### config.mk
export PLATFORM = sky130hd
export DESIGN_NAME = adc_temperature_digit_display
export DESIGN_NICKNAME = d
export VERILOG_FILES = /design/src/sv/atdd_pkg.sv /design/src/sv/atdd_front.sv /design/src/sv/atdd_fifo.sv /design/src/sv/atdd_back.sv /design/src/sv/adc_temperature_digit_display.sv
export SDC_FILE = /design/constraint.sdc
export NUM_CORES = 1
export LEC_CHECK = 0
export ABC_AREA = 1
export CAP_MARGIN = 20
export CORE_MARGIN = 5
export CORE_UTILIZATION = 45
export DETAILED_ROUTE_END_ITERATION = 10
export DONT_BUFFER_PORTS = 1
export PLACE_DENSITY = 0.57
export SYNTH_ARGS = -nofsm -noshare
export SYNTH_HDL_FRONTEND = slang
export SYNTH_SLANG_ARGS = --single-unit
### constraint.sdc
create_clock -name clk -period 10.8 [get_ports clk]
set_input_delay 2.16 -clock clk [delete_from_list [all_inputs] [get_ports clk]]
set_output_delay 2.16 -clock clk [all_outputs]
set_load 0.05 [all_outputs]
### src/sv/atdd_pkg.sv
package atdd_pkg;

  localparam int SampleW = 10;
  localparam int ScaleW  = 8;
  localparam int ProdW   = SampleW + ScaleW;
  localparam int ValW    = 8;
  localparam int AddrW   = 4;
  localparam int DigitW  = 4;
  localparam int CfgW    = 8;
  localparam int CfgIdxW = 2;
  localparam int SampleMax = 1023;
  localparam int QDepth  = 2;
  localparam int QPtrW   = $clog2(QDepth);
  localparam int QCntW   = $clog2(QDepth + 1);

  typedef enum logic [CfgIdxW-1:0] {
    CFG_FULL_SCALE = 2'd0,
    CFG_ONES_ADDR  = 2'd1,
    CFG_TENS_ADDR  = 2'd2,
    CFG_HUND_ADDR  = 2'd3
  } cfg_idx_t;

  typedef struct packed {
    logic            vld;
    logic [ValW-1:0] val;
  } val_xfer_t;

  typedef struct packed {
    logic [DigitW-1:0] hund;
    logic [DigitW-1:0] tens;
    logic [DigitW-1:0] ones;
  } digits_t;

  // Split 0..255 into decimal digits; tens uses x*205>>11, exact below 1029.
  function automatic digits_t to_digits(input logic [ValW-1:0] v);
    digits_t     d;
    logic [6:0]  rem;
    logic [14:0] tprod;
    logic [6:0]  tens10;
    if (v >= 8'd200) begin
      d.hund = 4'd2;
      rem    = 7'(v - 8'd200);
    end else if (v >= 8'd100) begin
      d.hund = 4'd1;
      rem    = 7'(v - 8'd100);
    end else begin
      d.hund = 4'd0;
      rem    = v[6:0];
    end
    tprod  = 15'(rem) * 15'd205;
    d.tens = tprod[14:11];
    tens10 = 7'(d.tens) * 7'd10;
    d.ones = 4'(rem - tens10);
    return d;
  endfunction

endpackage

### src/sv/atdd_front.sv
module atdd_front (
  input  logic                        clk,
  input  logic                        rst_n,
  input  logic                        in_valid,
  input  logic [atdd_pkg::SampleW-1:0] in_sample,
  output logic                        in_stall,
  input  logic [atdd_pkg::ScaleW-1:0]  full_scale,
  input  logic                        q_full,
  output atdd_pkg::val_xfer_t          push
);
  import atdd_pkg::*;

  logic             prod_vld_r, prod_vld_nxt;
  logic [ProdW-1:0] prod_r;
  logic [ValW-1:0]  shown_r;
  logic             seen_r;
  logic             accept, drain, changed, ge;
  logic [ValW-1:0]  q0, val;
  logic [SampleW:0] rem;

  assign in_stall = prod_vld_r & q_full;
  assign accept   = in_valid & ~in_stall;
  assign drain    = prod_vld_r & ~q_full;

  // Divide by 1023: q0 = p>>10, remainder (p mod 1024)+q0 stays below 2*1023.
  assign q0  = prod_r[ProdW-1:SampleW];
  assign rem = {1'b0, prod_r[SampleW-1:0]} + (SampleW+1)'(q0);
  assign ge  = rem >= (SampleW+1)'(SampleMax);
  assign val = q0 + ValW'(ge);

  assign changed  = ~seen_r | (val != shown_r);
  assign push.vld = drain & changed;
  assign push.val = val;

  assign prod_vld_nxt = accept | (prod_vld_r & q_full);

  always_ff @(posedge clk) begin
    if (!rst_n) begin
      prod_vld_r <= 1'b0;
      seen_r     <= 1'b0;
      shown_r    <= '0;
    end else begin
      prod_vld_r <= prod_vld_nxt;
      if (push.vld) begin
        seen_r  <= 1'b1;
        shown_r <= val;
      end
    end
  end

  always_ff @(posedge clk) begin
    if (accept) begin
      prod_r <= ProdW'(in_sample) * ProdW'(full_scale);
    end
  end

endmodule

### src/sv/atdd_fifo.sv
module atdd_fifo (
  input  logic                      clk,
  input  logic                      rst_n,
  input  atdd_pkg::val_xfer_t        push,
  input  logic                      pop,
  output logic                      full,
  output logic                      not_empty,
  output logic [atdd_pkg::ValW-1:0] rd_val
);
  import atdd_pkg::*;

  logic [ValW-1:0]  mem_r [QDepth];
  logic [QPtrW-1:0] wr_ptr_r, rd_ptr_r;
  logic [QCntW-1:0] cnt_r, cnt_nxt;
  logic             do_push, do_pop;

  assign full      = cnt_r == QCntW'(QDepth);
  assign not_empty = cnt_r != '0;
  assign rd_val    = mem_r[rd_ptr_r];
  assign do_push   = push.vld & ~full;
  assign do_pop    = pop & not_empty;

  always_comb begin
    cnt_nxt = cnt_r;
    if (do_push && !do_pop) begin
      cnt_nxt = cnt_r + 1'b1;
    end else if (do_pop && !do_push) begin
      cnt_nxt = cnt_r - 1'b1;
    end
  end

  always_ff @(posedge clk) begin
    if (!rst_n) begin
      wr_ptr_r <= '0;
      rd_ptr_r <= '0;
      cnt_r    <= '0;
    end else begin
      cnt_r <= cnt_nxt;
      if (do_push) begin
        wr_ptr_r <= wr_ptr_r + 1'b1;
      end
      if (do_pop) begin
        rd_ptr_r <= rd_ptr_r + 1'b1;
      end
    end
  end

  always_ff @(posedge clk) begin
    if (do_push) begin
      mem_r[wr_ptr_r] <= push.val;
    end
  end

endmodule

### src/sv/atdd_back.sv
module atdd_back (
  input  logic                         clk,
  input  logic                         rst_n,
  input  logic                         q_vld,
  input  logic [atdd_pkg::ValW-1:0]    q_val,
  output logic                         pop,
  input  logic [atdd_pkg::AddrW-1:0]   ones_addr,
  input  logic [atdd_pkg::AddrW-1:0]   tens_addr,
  input  logic [atdd_pkg::AddrW-1:0]   hund_addr,
  output logic                         out_valid,
  output logic [atdd_pkg::AddrW-1:0]   out_reg_addr,
  output logic [atdd_pkg::DigitW-1:0]  out_digit,
  output logic                         out_last,
  input  logic                         out_stall
);
  import atdd_pkg::*;

  typedef enum logic [2:0] {
    ST_HUND = 3'b001,
    ST_TENS = 3'b010,
    ST_ONES = 3'b100
  } step_t;

  step_t             step_r, step_nxt;
  logic              busy_r, busy_nxt;
  digits_t           dig_r;
  logic              out_valid_r;
  logic [AddrW-1:0]  out_addr_r;
  logic [DigitW-1:0] out_digit_r;
  logic              out_last_r;
  logic              slot_free, load, at_ones;
  logic [AddrW-1:0]  sel_addr;
  logic [DigitW-1:0] sel_digit;

  assign slot_free = ~out_valid_r | ~out_stall;
  assign load      = busy_r & slot_free;
  assign at_ones   = step_r == ST_ONES;
  assign pop       = q_vld & (~busy_r | (load & at_ones));

  always_comb begin
    unique case (step_r)
      ST_HUND: begin
        sel_addr  = hund_addr;
        sel_digit = dig_r.hund;
        step_nxt  = ST_TENS;
      end
      ST_TENS: begin
        sel_addr  = tens_addr;
        sel_digit = dig_r.tens;
        step_nxt  = ST_ONES;
      end
      ST_ONES: begin
        sel_addr  = ones_addr;
        sel_digit = dig_r.ones;
        step_nxt  = ST_HUND;
      end
      default: begin
        sel_addr  = ones_addr;
        sel_digit = dig_r.ones;
        step_nxt  = ST_HUND;
      end
    endcase
  end

  always_comb begin
    busy_nxt = busy_r;
    if (pop) begin
      busy_nxt = 1'b1;
    end else if (load && at_ones) begin
      busy_nxt = 1'b0;
    end
  end

  always_ff @(posedge clk) begin
    if (!rst_n) begin
      busy_r      <= 1'b0;
      step_r      <= ST_HUND;
      out_valid_r <= 1'b0;
    end else begin
      busy_r <= busy_nxt;
      if (pop) begin
        step_r <= ST_HUND;
      end else if (load) begin
        step_r <= step_nxt;
      end
      // Refill the output slot in the cycle it drains.
      if (load) begin
        out_valid_r <= 1'b1;
      end else if (!out_stall) begin
        out_valid_r <= 1'b0;
      end
    end
  end

  always_ff @(posedge clk) begin
    if (pop) begin
      dig_r <= to_digits(q_val);
    end
    if (load) begin
      out_addr_r  <= sel_addr;
      out_digit_r <= sel_digit;
      out_last_r  <= at_ones;
    end
  end

  assign out_valid    = out_valid_r;
  assign out_reg_addr = out_addr_r;
  assign out_digit    = out_digit_r;
  assign out_last     = out_last_r;

endmodule

### src/sv/adc_temperature_digit_display.sv
// Channel | Ports                                         | Transfer when
// in      | in_valid, in_stall, in_sample                 | in_valid & !in_stall
// out     | out_valid, out_stall, out_reg_addr/digit/last | out_valid & !out_stall
// cfg     | cfg_we, cfg_index, cfg_wdata                  | cfg_we
//
// A sample is taken every cycle while the two-entry value queue has room.
// A changed value produces three display writes, one per cycle unless
// out_stall holds them, set by the single output register, after the
// product, queue and digit registers; unchanged samples give no output.
// Synchronous reset restores default registers and forgets the shown value.
// out_stall holds the output; a full queue with a held product raises in_stall.
module adc_temperature_digit_display (
  input  logic                          clk,
  input  logic                          rst_n,
  input  logic                          in_valid,
  input  logic [atdd_pkg::SampleW-1:0]  in_sample,
  output logic                          in_stall,
  output logic                          out_valid,
  output logic [atdd_pkg::AddrW-1:0]    out_reg_addr,
  output logic [atdd_pkg::DigitW-1:0]   out_digit,
  output logic                          out_last,
  input  logic                          out_stall,
  input  logic                          cfg_we,
  input  logic [atdd_pkg::CfgIdxW-1:0]  cfg_index,
  input  logic [atdd_pkg::CfgW-1:0]     cfg_wdata
);
  import atdd_pkg::*;

  logic [ScaleW-1:0] full_scale_r;
  logic [AddrW-1:0]  ones_addr_r, tens_addr_r, hund_addr_r;
  val_xfer_t         push;
  logic              q_full, q_vld, pop;
  logic [ValW-1:0]   q_val;

  always_ff @(posedge clk) begin
    if (!rst_n) begin
      full_scale_r <= ScaleW'(150);
      ones_addr_r  <= AddrW'(1);
      tens_addr_r  <= AddrW'(2);
      hund_addr_r  <= AddrW'(3);
    end else if (cfg_we) begin
      unique case (cfg_idx_t'(cfg_index))
        CFG_FULL_SCALE: full_scale_r <= cfg_wdata[ScaleW-1:0];
        CFG_ONES_ADDR:  ones_addr_r  <= cfg_wdata[AddrW-1:0];
        CFG_TENS_ADDR:  tens_addr_r  <= cfg_wdata[AddrW-1:0];
        CFG_HUND_ADDR:  hund_addr_r  <= cfg_wdata[AddrW-1:0];
        default: ;
      endcase
    end
  end

  atdd_front u_front (
    .clk        (clk),
    .rst_n      (rst_n),
    .in_valid   (in_valid),
    .in_sample  (in_sample),
    .in_stall   (in_stall),
    .full_scale (full_scale_r),
    .q_full     (q_full),
    .push       (push)
  );

  atdd_fifo u_fifo (
    .clk       (clk),
    .rst_n     (rst_n),
    .push      (push),
    .pop       (pop),
    .full      (q_full),
    .not_empty (q_vld),
    .rd_val    (q_val)
  );

  atdd_back u_back (
    .clk          (clk),
    .rst_n        (rst_n),
    .q_vld        (q_vld),
    .q_val        (q_val),
    .pop          (pop),
    .ones_addr    (ones_addr_r),
    .tens_addr    (tens_addr_r),
    .hund_addr    (hund_addr_r),
    .out_valid    (out_valid),
    .out_reg_addr (out_reg_addr),
    .out_digit    (out_digit),
    .out_last     (out_last),
    .out_stall    (out_stall)
  );

endmodule

==> results.toml, run 1 <==
[run_status]
outcome = "finished, final reports clean"

[critical_path]
crit_buf_inv = 7
critical_path_class = "register to register"
critical_path.top_delay_family = "adder cells"
reg2reg_to = "u_back.dig_r[3]"
critPathArrivalTime_ns = 6.43
cp_slowest_stage_delay_ns = 0.61
critPathSlowestCell = "dfxtp_1"
crit_path_frequent_cell = "nand2_1"
ff2ff_setup_slack_ns = 4.48
crit_fanout = 10
worstSetupStartpointType = "register"
cp.required_ns = 10.91
crit_path_end_kind = "register"
r2r_cells = 35

[finish]
drive_gt1_share_pct = 5.95
n_fill_cell = 1703
final_nets = 1074
syn_to_final_growth_pct = 5.94
antenna_cells = 0

[synthesis]
synth-main-ff-cell = "edfxtp_1"
synthesis.area_um2 = 7840
syn-instance-count = 915
ys_types = 54
ys_seq_elements = 93
synth.avg_cell_area_um2 = 8.57
ys_seq_area_share_pct = 30.5
synthArstFlopShare_pct = 0
synth-edff-count = 53
syn_nets = 1087
yosysWarnings = 0

[routing]
vias_per_cell = 4.89
ant_nets = 0
drt_iter0_drc = 260
drc = 0
drtPass1Iterations = 5
num_vias = 5530
avgRoutedWirePerCell_um = 13.9
drt_wl_total_mm = 15.7

[floorplanning]
fp.dieW_um = 142
core_um2 = 17200
dieArea_um2 = 20200
initial_utilization_pct = 45.6
chipHeight_um = 142
rows = 48
ioPinCount = 36

[clocking]
cts_sinks = 93
holdBufCountCts = 0
cts.clk_slew.worst_paths_ns = 0.07
postCtsSetupBuffers = 0
cts_resized = 0
cts_tree = "done"
numCtsBuffers = 9
cts_buffer_depth = 2
htreeDepth = 3
clkLatencyLatePin_ns = 0.35
root_buffer = "clkbuf_16"

[timing]
rsz0062_at_grt = "no"
setup_tns_ns = 0
final-setup-viol-count = 0
hold_violations = 0
tightest_slew_ns = 1.04
fin_skew_ns = 0.00618
drv_slew = 0
layout_min_cycle_time_ns = 6.32
max_freq_ghz = 0.158
slew-limit-headroom_pct = 30.6
timing.final.crit_share_pct = 58.5

[grt]
grt_overflow = 0
grt_usage_pct = 16.8
grt_pass1_wl_mm = 27.1
grt_antenna_before_repair = 0
first_global_vias = 5507
grt_max_degree = 33

[min_path]
hold_end = "tens_addr_r[0]"
worstHoldStart = "tens_addr_r[0]"
min_path_cells = 2
hold_class = "register to register"

[job]
cap_violations = 0

[place]
dp_hpwl_mm = 12.6
port_buffers = 0
place.gp.congestion = 0.875
==> final cells by class <==
type / count / area (um2) / share of cell area [%]
Multi-Input combinational cell: 586 / 4540 / 54.7
Inverter: 212 / 806 / 9.70
Tap cell: 225 / 282 / 3.39
Sequential cell: 93 / 2390 / 28.8
Clock buffer: 9 / 225 / 2.71
Clock inverter: 7 / 58.8 / 0.708
==> routing by layer <==
layer | up-vias | part of all wire, % | GRT usage, %
li1 | 2843 | - | -
met1 | 2624 | 45 | 21.4
met2 | 50 | 52 | 29.2
met3 | 13 | 2.6 | 2.89
met4 | 0 | 1.4 | 5.20
met5 | - | 0 | 0
==> registers in the layout, indices dropped and copies added, names as in the netlist, 3 cells and up, named ones only <==
signal               count
u_front.prod_r          18
u_fifo.mem_r            16
tens_addr_r              4
u_back.dig_r            10
u_back.step_r            3
full_scale_r             8
ones_addr_r              4
u_back.out_reg_addr      4
hund_addr_r              4
u_back.out_digit         4
u_front.shown_r          8
==> per-stage QoR <==
stage	area (um2)	util (%)	cells	worst slack, ns	hold slack (ns)
5_1_grt	8300	48.3	1132	3.86	0.475
4_1_cts	8300	48.3	1132	4.45	0.456
2_1_floorplan	7840	-	915	4.63	0.425
3_3_place_gp	8020	46.7	1116	4.52	0.435
6_report	8300	48.3	1132	4.48	0.456
3_5_place_dp	8020	46.7	1116	4.47	0.447
==> synth_stat cells, drive strengths merged, types with 18 or more instances <==
| cell | count | area (um2) |
|---|---|---|
| inv | 212 | 806 |
| nand2 | 201 | 800 |
| ha | 89 | 1110 |
| fa | 58 | 1160 |
| edfxtp | 53 | 1590 |
| nor2 | 47 | 189 |
| dfxtp | 40 | 801 |
| nand3 | 40 | 233 |
| a21oi | 38 | 190 |
| o21ai | 37 | 196 |
| xor2 | 18 | 180 |
==> kinds of logic (layout without fill, tap and decap cells) <==
logic type,count (synthesis),count (layout),synth area share (%)
and+or+nand+nor,309,309,17.3
buffers and inverters,236,228,11.6
adders and majority gates,147,147,29.0
AOI/OAI and AO/OA,102,102,7.87
DFF,93,93,30.5
xor gates and xnor gates,27,27,3.54
muxes,1,1,0.128
==> tightest hold or removal path: cells and delay by family (launching register included) <==
family / cells / cell delay (ns)
buf+inv: 1 / 0.06
flops: 1 / 0.30
compound gates: 1 / 0.06
==> how the worst max path moves through the flow <==
| stage | from | to | depth (start not counted) | slack [ns] |
|---|---|---|---|---|
| floorplan | in_sample[1] | u_front.prod_r[15] | 19 | 4.63 |
| global placement | register | u_back.dig_r[3] | 35 | 4.52 |
| detailed placement | register | u_back.dig_r[3] | 35 | 4.47 |
| CTS | register | u_back.dig_r[3] | 35 | 4.45 |
| global route | register | u_back.dig_r[3] | 37 | 3.86 |
| finish | register | u_back.dig_r[3] | 35 | 4.48 |
==> cell usage in the layout (no fill, tap or decap), types with 2 or more instances in the layout <==
master and n:
nand3_1 35, clkbuf_16 9, a211oi_1 2, a21oi_1 38, o21ai_1 4, o21a_1 2
inv_8 3, o22ai_1 2, nand3_2 4, o221ai_1 4, nor3_1 6, o21ai_2 3
inv_1 208, nand4_1 6, nor2_1 44, o211ai_1 5, nand2_4 2, xor2_2 3
fa_1 58, nor2_2 2, dfxtp_1 40, a32o_1 2, ha_1 89, nand2_1 187
clkinvlp_4 2, xnor2_1 8, inv_2 2, o2111ai_1 2, xor2_1 15, nand2_2 12
o21ai_0 30, edfxtp_1 53
Power of run 1 is not shown: default switching activity piles up to over one toggle a cycle in this logic, so the estimate is an artifact.
==> run 2: changes to the inputs <==
==> constraint.sdc (replaced) <==
create_clock -name clk -period 6.5 [get_ports clk]
set_input_delay 1.3 -clock clk [delete_from_list [all_inputs] [get_ports clk]]
set_output_delay 1.3 -clock clk [all_outputs]
set_load 0.05 [all_outputs]
==> run 2 against run 1 <==
  * Utilization rose by 0.34 points
  * Clock skew rose by 0.0029 ns
  * Clock-buffer cell count rose by 1
  * Wire length fell by 1.3%
  * Sequential share of layout area fell by 0.15 points
  * Flip-flop and latch count did not move
  * Cell count barely moved
  * Worst hold slack barely moved
  * Fmax rose by 6.0%
  * Register-to-register slack got worse by 3.9 ns
  * Die area did not move
  * Critical path depth rose by 2
==> results.toml, run 2 (synthesis gave the netlist of run 1 again) <==
[finish]
final_nets = 1075
final_common_cell = "inv_1"
syn_to_final_growth_pct = 6.67
mostFrequentLayoutCells = "inv_1 (208), nand2_1 (187), ha_1 (89)"
antenna_cells = 0
largest_reg_flops = 18
reg_top3 = "u_front.prod_r: 18 flops, u_fifo.mem_r: 16 flops, u_back.dig_r: 10 flops"
n_fill_cell = 1739
regMostFlops = "u_front.prod_r"
drive_gt1_share_pct = 6.28

[critical_path]
ff2ff_setup_slack_ns = 0.54
reg2reg_to = "u_back.dig_r[3]"
r2r_cells = 37
crit_fanout = 10
critPathSlowestCell = "fa_1"
crit_path_frequent_cell = "nand2_1"
cp_slowest_stage_delay_ns = 0.48
crit_path_end_kind = "register"
worstSetupStartpointType = "register"
cp.required_ns = 6.61
critical_path_class = "register to register"
critPathArrivalTime_ns = 6.07

[clocking]
cts.clk_slew.worst_paths_ns = 0.07
numCtsBuffers = 9
htreeDepth = 3
cts_buffer_depth = 2
postCtsSetupBuffers = 0
cts_sinks = 93
root_buffer = "clkbuf_16"
cts_tree = "done"
clkLatencyLatePin_ns = 0.35

[floorplanning]
core_um2 = 17200
fp.dieW_um = 142
initial_utilization_pct = 45.6
ioPinCount = 36
dieArea_um2 = 20200
chipHeight_um = 142
rows = 48

[grt]
first_global_vias = 5490
grt_overflow = 0
grt_usage_pct = 16.5
grt_max_degree = 33
grt_pass1_wl_mm = 26.6
grt_antenna_before_repair = 0

[place]
dp_hpwl_mm = 12.4
place.gp.congestion = 0.839
pre_cts_slack_ns = 0.233
port_buffers = 0

[timing]
timing.final.crit_share_pct = 91.7
drv_slew = 0
setup_ws_ns = 0.542
hold_violations = 0
tightest_slew_ns = 1.02
final-setup-viol-count = 0
max_freq_ghz = 0.168
slew-limit-headroom_pct = 31.5
setup_tns_ns = 0
layout_min_cycle_time_ns = 5.96
rsz0062_at_grt = "no"
fin_skew_ns = 0.00905

[routing]
drc = 0
drt_wl_total_mm = 15.5
ant_nets = 0
avgRoutedWirePerCell_um = 13.7
vias_per_cell = 4.86
drt_iter0_drc = 237
drtPass1Iterations = 4
num_vias = 5503

[job]
cap_violations = 0

[min_path]
min_path_cells = 1
worstHoldStart = "u_fifo.rd_ptr_r"
hold_end = "u_fifo.rd_ptr_r"
hold_class = "register to register"

[run_status]
outcome = "finished, final reports clean"
-- run 2: how the worst max path moves through the flow --
stage          startpoint         endpoint  slack, ns  depth (start not counted)
2_1_floorplan    register  u_back.dig_r[3]       0.86                         38
3_3_place_gp     register  u_back.dig_r[3]       0.37                         37
3_5_place_dp     register  u_back.dig_r[3]       0.23                         37
4_1_cts          register  u_back.dig_r[3]       0.21                         37
5_1_grt          register  u_back.dig_r[3]       0.01                         37
6_report         register  u_back.dig_r[3]       0.54                         37
-- run 2: worst max-delay path, delay by kind of cell (launching register included) --
family          cells  cell delay (ns)
fa+ha+maj           7             2.48
xor+xnor            2             0.42
buf+inv             9             0.55
simple gates       15             1.24
compound gates      4             0.60
flops               1             0.43
-- run 2: area by class of cell --
class | instances | area (um2) | share of cell area, %
repair buffers | 1 | 7.51 | 0.0898
multi-input cells | 586 | 4550 | 54.4
well taps | 225 | 282 | 3.37
inverters | 212 | 806 | 9.64
flip-flops and latches | 93 | 2400 | 28.7
clock inverters | 6 | 93.8 | 1.12
clock buffers | 10 | 229 | 2.74
-- run 2: layer usage --
layer  global-route usage, %  part of all wire [%]  vias to the layer above
li1                        -                     -                     2846
met5                       0                     0                        -
met4                    5.00                   1.7                        0
met3                    2.42                   1.7                       22
met2                    29.2                    50                       38
met1                    21.1                    46                     2597
-- run 2: per-stage QoR --
stage / util (%) / hold WS, ns / instances / cell area, um2
3_3_place_gp: 46.7 / 0.435 / 1117 / 8030
5_1_grt: 48.7 / 0.483 / 1133 / 8360
6_report: 48.7 / 0.456 / 1133 / 8360
4_1_cts: 48.6 / 0.459 / 1133 / 8350
2_1_floorplan: - / 0.425 / 915 / 7840
3_5_place_dp: 46.7 / 0.446 / 1117 / 8030
-- run 2: what timing repair did --
item,4_1_cts,5_1_grt
hold buffers,0,0
gates resized for setup,0,3
endpoints found under the setup margin,0,1
Power of run 2 is left out for the same reason.
==> run 3: changes to the inputs <==
==> constraint.sdc (replaced) <==
create_clock -name clk -period 6.3 [get_ports clk]
set_input_delay 1.26 -clock clk [delete_from_list [all_inputs] [get_ports clk]]
set_output_delay 1.26 -clock clk [all_outputs]
set_load 0.05 [all_outputs]
==> run 3 against run 2 <==
  * Via count about the same
  * Sequential share of layout area down 0.18 points
  * Critical path type unchanged
  * Setup slack worse by 0.039 ns
  * Clock skew about the same
  * Register-to-register slack worse by 0.04 ns
==> results.toml, run 3 (synthesis gave the netlist of run 1 again) <==
[run_status]
outcome = "finished, final reports clean"

[timing]
tightest_slew_ns = 1.04
timing.final.crit_share_pct = 92.0
hold_violations = 0
drv_slew = 0
slew-limit-headroom_pct = 30.5
rsz0062_at_grt = "no"
setup_tns_ns = 0
layout_min_cycle_time_ns = 5.80
max_freq_ghz = 0.172
final-setup-viol-count = 0
fin_skew_ns = 0.00861

[grt]
first_global_vias = 5446
grt_antenna_before_repair = 0
grt_overflow = 0
use_met2_pct = 28.7
grt_pass1_wl_mm = 26.5
grtUsageMet3_pct = 2.32
grt_max_degree = 33
grt_usage_pct = 16.4
use_met1_pct = 21.1
busiest_layer = "met2"

[critical_path]
critical_path_class = "register to register"
crit_fanout = 9
critPathArrivalTime_ns = 5.90
critPathSlowestCell = "fa_1"
crit_path_end_kind = "register"
cp_slowest_stage_delay_ns = 0.50
crit_path_frequent_cell = "nand2_1"
cp.required_ns = 6.40
worstSetupStartpointType = "register"

[floorplanning]
ioPinCount = 36
rows = 48
dieArea_um2 = 20200
fp.dieW_um = 142
initial_utilization_pct = 45.6
core_um2 = 17200
chipHeight_um = 142

[routing]
drt_wl_total_mm = 15.5
ant_nets = 0
num_vias = 5506
drt_iter0_drc = 235
vias_per_cell = 4.84
drtPass1Iterations = 4
avgRoutedWirePerCell_um = 13.6
drc = 0

[place]
port_buffers = 0
dp_hpwl_mm = 12.4
place.gp.congestion = 0.831

[finish]
final_nets = 1080
drive_gt1_share_pct = 7.45
reg_top3 = "u_front.prod_r: 18 flops, u_fifo.mem_r: 16 flops, u_back.dig_r: 10 flops"
mostFrequentLayoutCells = "inv_1 (208), nand2_1 (187), ha_1 (86)"
syn_to_final_growth_pct = 7.34
final_common_cell = "inv_1"
largest_reg_flops = 18
regMostFlops = "u_front.prod_r"
antenna_cells = 0

[min_path]
hold_class = "register to register"
worstHoldStart = "tens_addr_r[0]"

[clocking]
numCtsBuffers = 9
cts_tree = "done"
cts.clk_slew.worst_paths_ns = 0.07
cts_sinks = 93
holdBufCountCts = 0
root_buffer = "clkbuf_16"
htreeDepth = 3
cts_buffer_depth = 2
clkLatencyLatePin_ns = 0.34

[job]
cap_violations = 0
==> run 3: changes by cell type in the layout (fill, tap and decap cells not counted), sizes merged <==
cell and delta:
clkinv +2, bufinv -1, buf +5, clkbuf -1
==> run 3: repair_timing <==
item,in CTS,in global routing
endpoints found under the setup margin,0,1
buffers inserted,0,4
gates resized for setup,0,9
==> run 3: area by class of cell <==
cell class | instances | area, um2
Clock buffer | 9 | 225
Clock inverter | 7 | 72.6
Fill cell | 1691 | 8760
Inverter | 212 | 806
Multi-Input combinational cell | 586 | 4590
Sequential cell | 93 | 2400
Tap cell | 225 | 282
Timing Repair Buffer | 6 | 45.0
==> run 3: path summary, 6_finish.rpt <==
check | to | slack [ns] | cells after the start
max reg2reg | u_back.dig_r[3] | 0.50 | 37
max | u_back.dig_r[3] | 0.50 | 37
min reg2reg | tens_addr_r[0] | 0.45 | 2
min | tens_addr_r[0] | 0.45 | 2
==> run 3: worst max-delay path: cells and delay by family, from the launching register on <==
family / cells / cell delay [ns]
AND/OR/NAND/NOR: 14 / 1.18
buffers and inverters: 10 / 0.59
multiplexers: 1 / 0.13
AO/OA/AOI/OAI: 3 / 0.42
XOR/XNOR: 2 / 0.35
flip-flops: 1 / 0.39
adder cells (fa/ha/maj): 7 / 2.50
==> run 3: per-layer routing <==
layer / wire length (um) / part of all wire [%]
met3: 323 / 2.1
met1: 7020 / 45
met2: 7920 / 51
met4: 259 / 1.7
met5: 0 / 0
==> run 3: stage by stage <==
| step | setup slack, ns | utilization (%) | hold slack, ns | cell area [um2] | instances |
|---|---|---|---|---|---|
| after CTS | 0.186 | 48.5 | 0.456 | 8330 | 1134 |
| after detailed placement | 0.202 | 46.8 | 0.446 | 8030 | 1118 |
| after global placement | 0.335 | 46.8 | 0.435 | 8030 | 1118 |
| final | 0.503 | 49.0 | 0.454 | 8410 | 1138 |
| after global routing | 0.00835 | 49.0 | 0.465 | 8410 | 1138 |
| after floorplan | 0.659 | - | 0.425 | 7840 | 915 |
Power of run 3 is left out for the same reason.
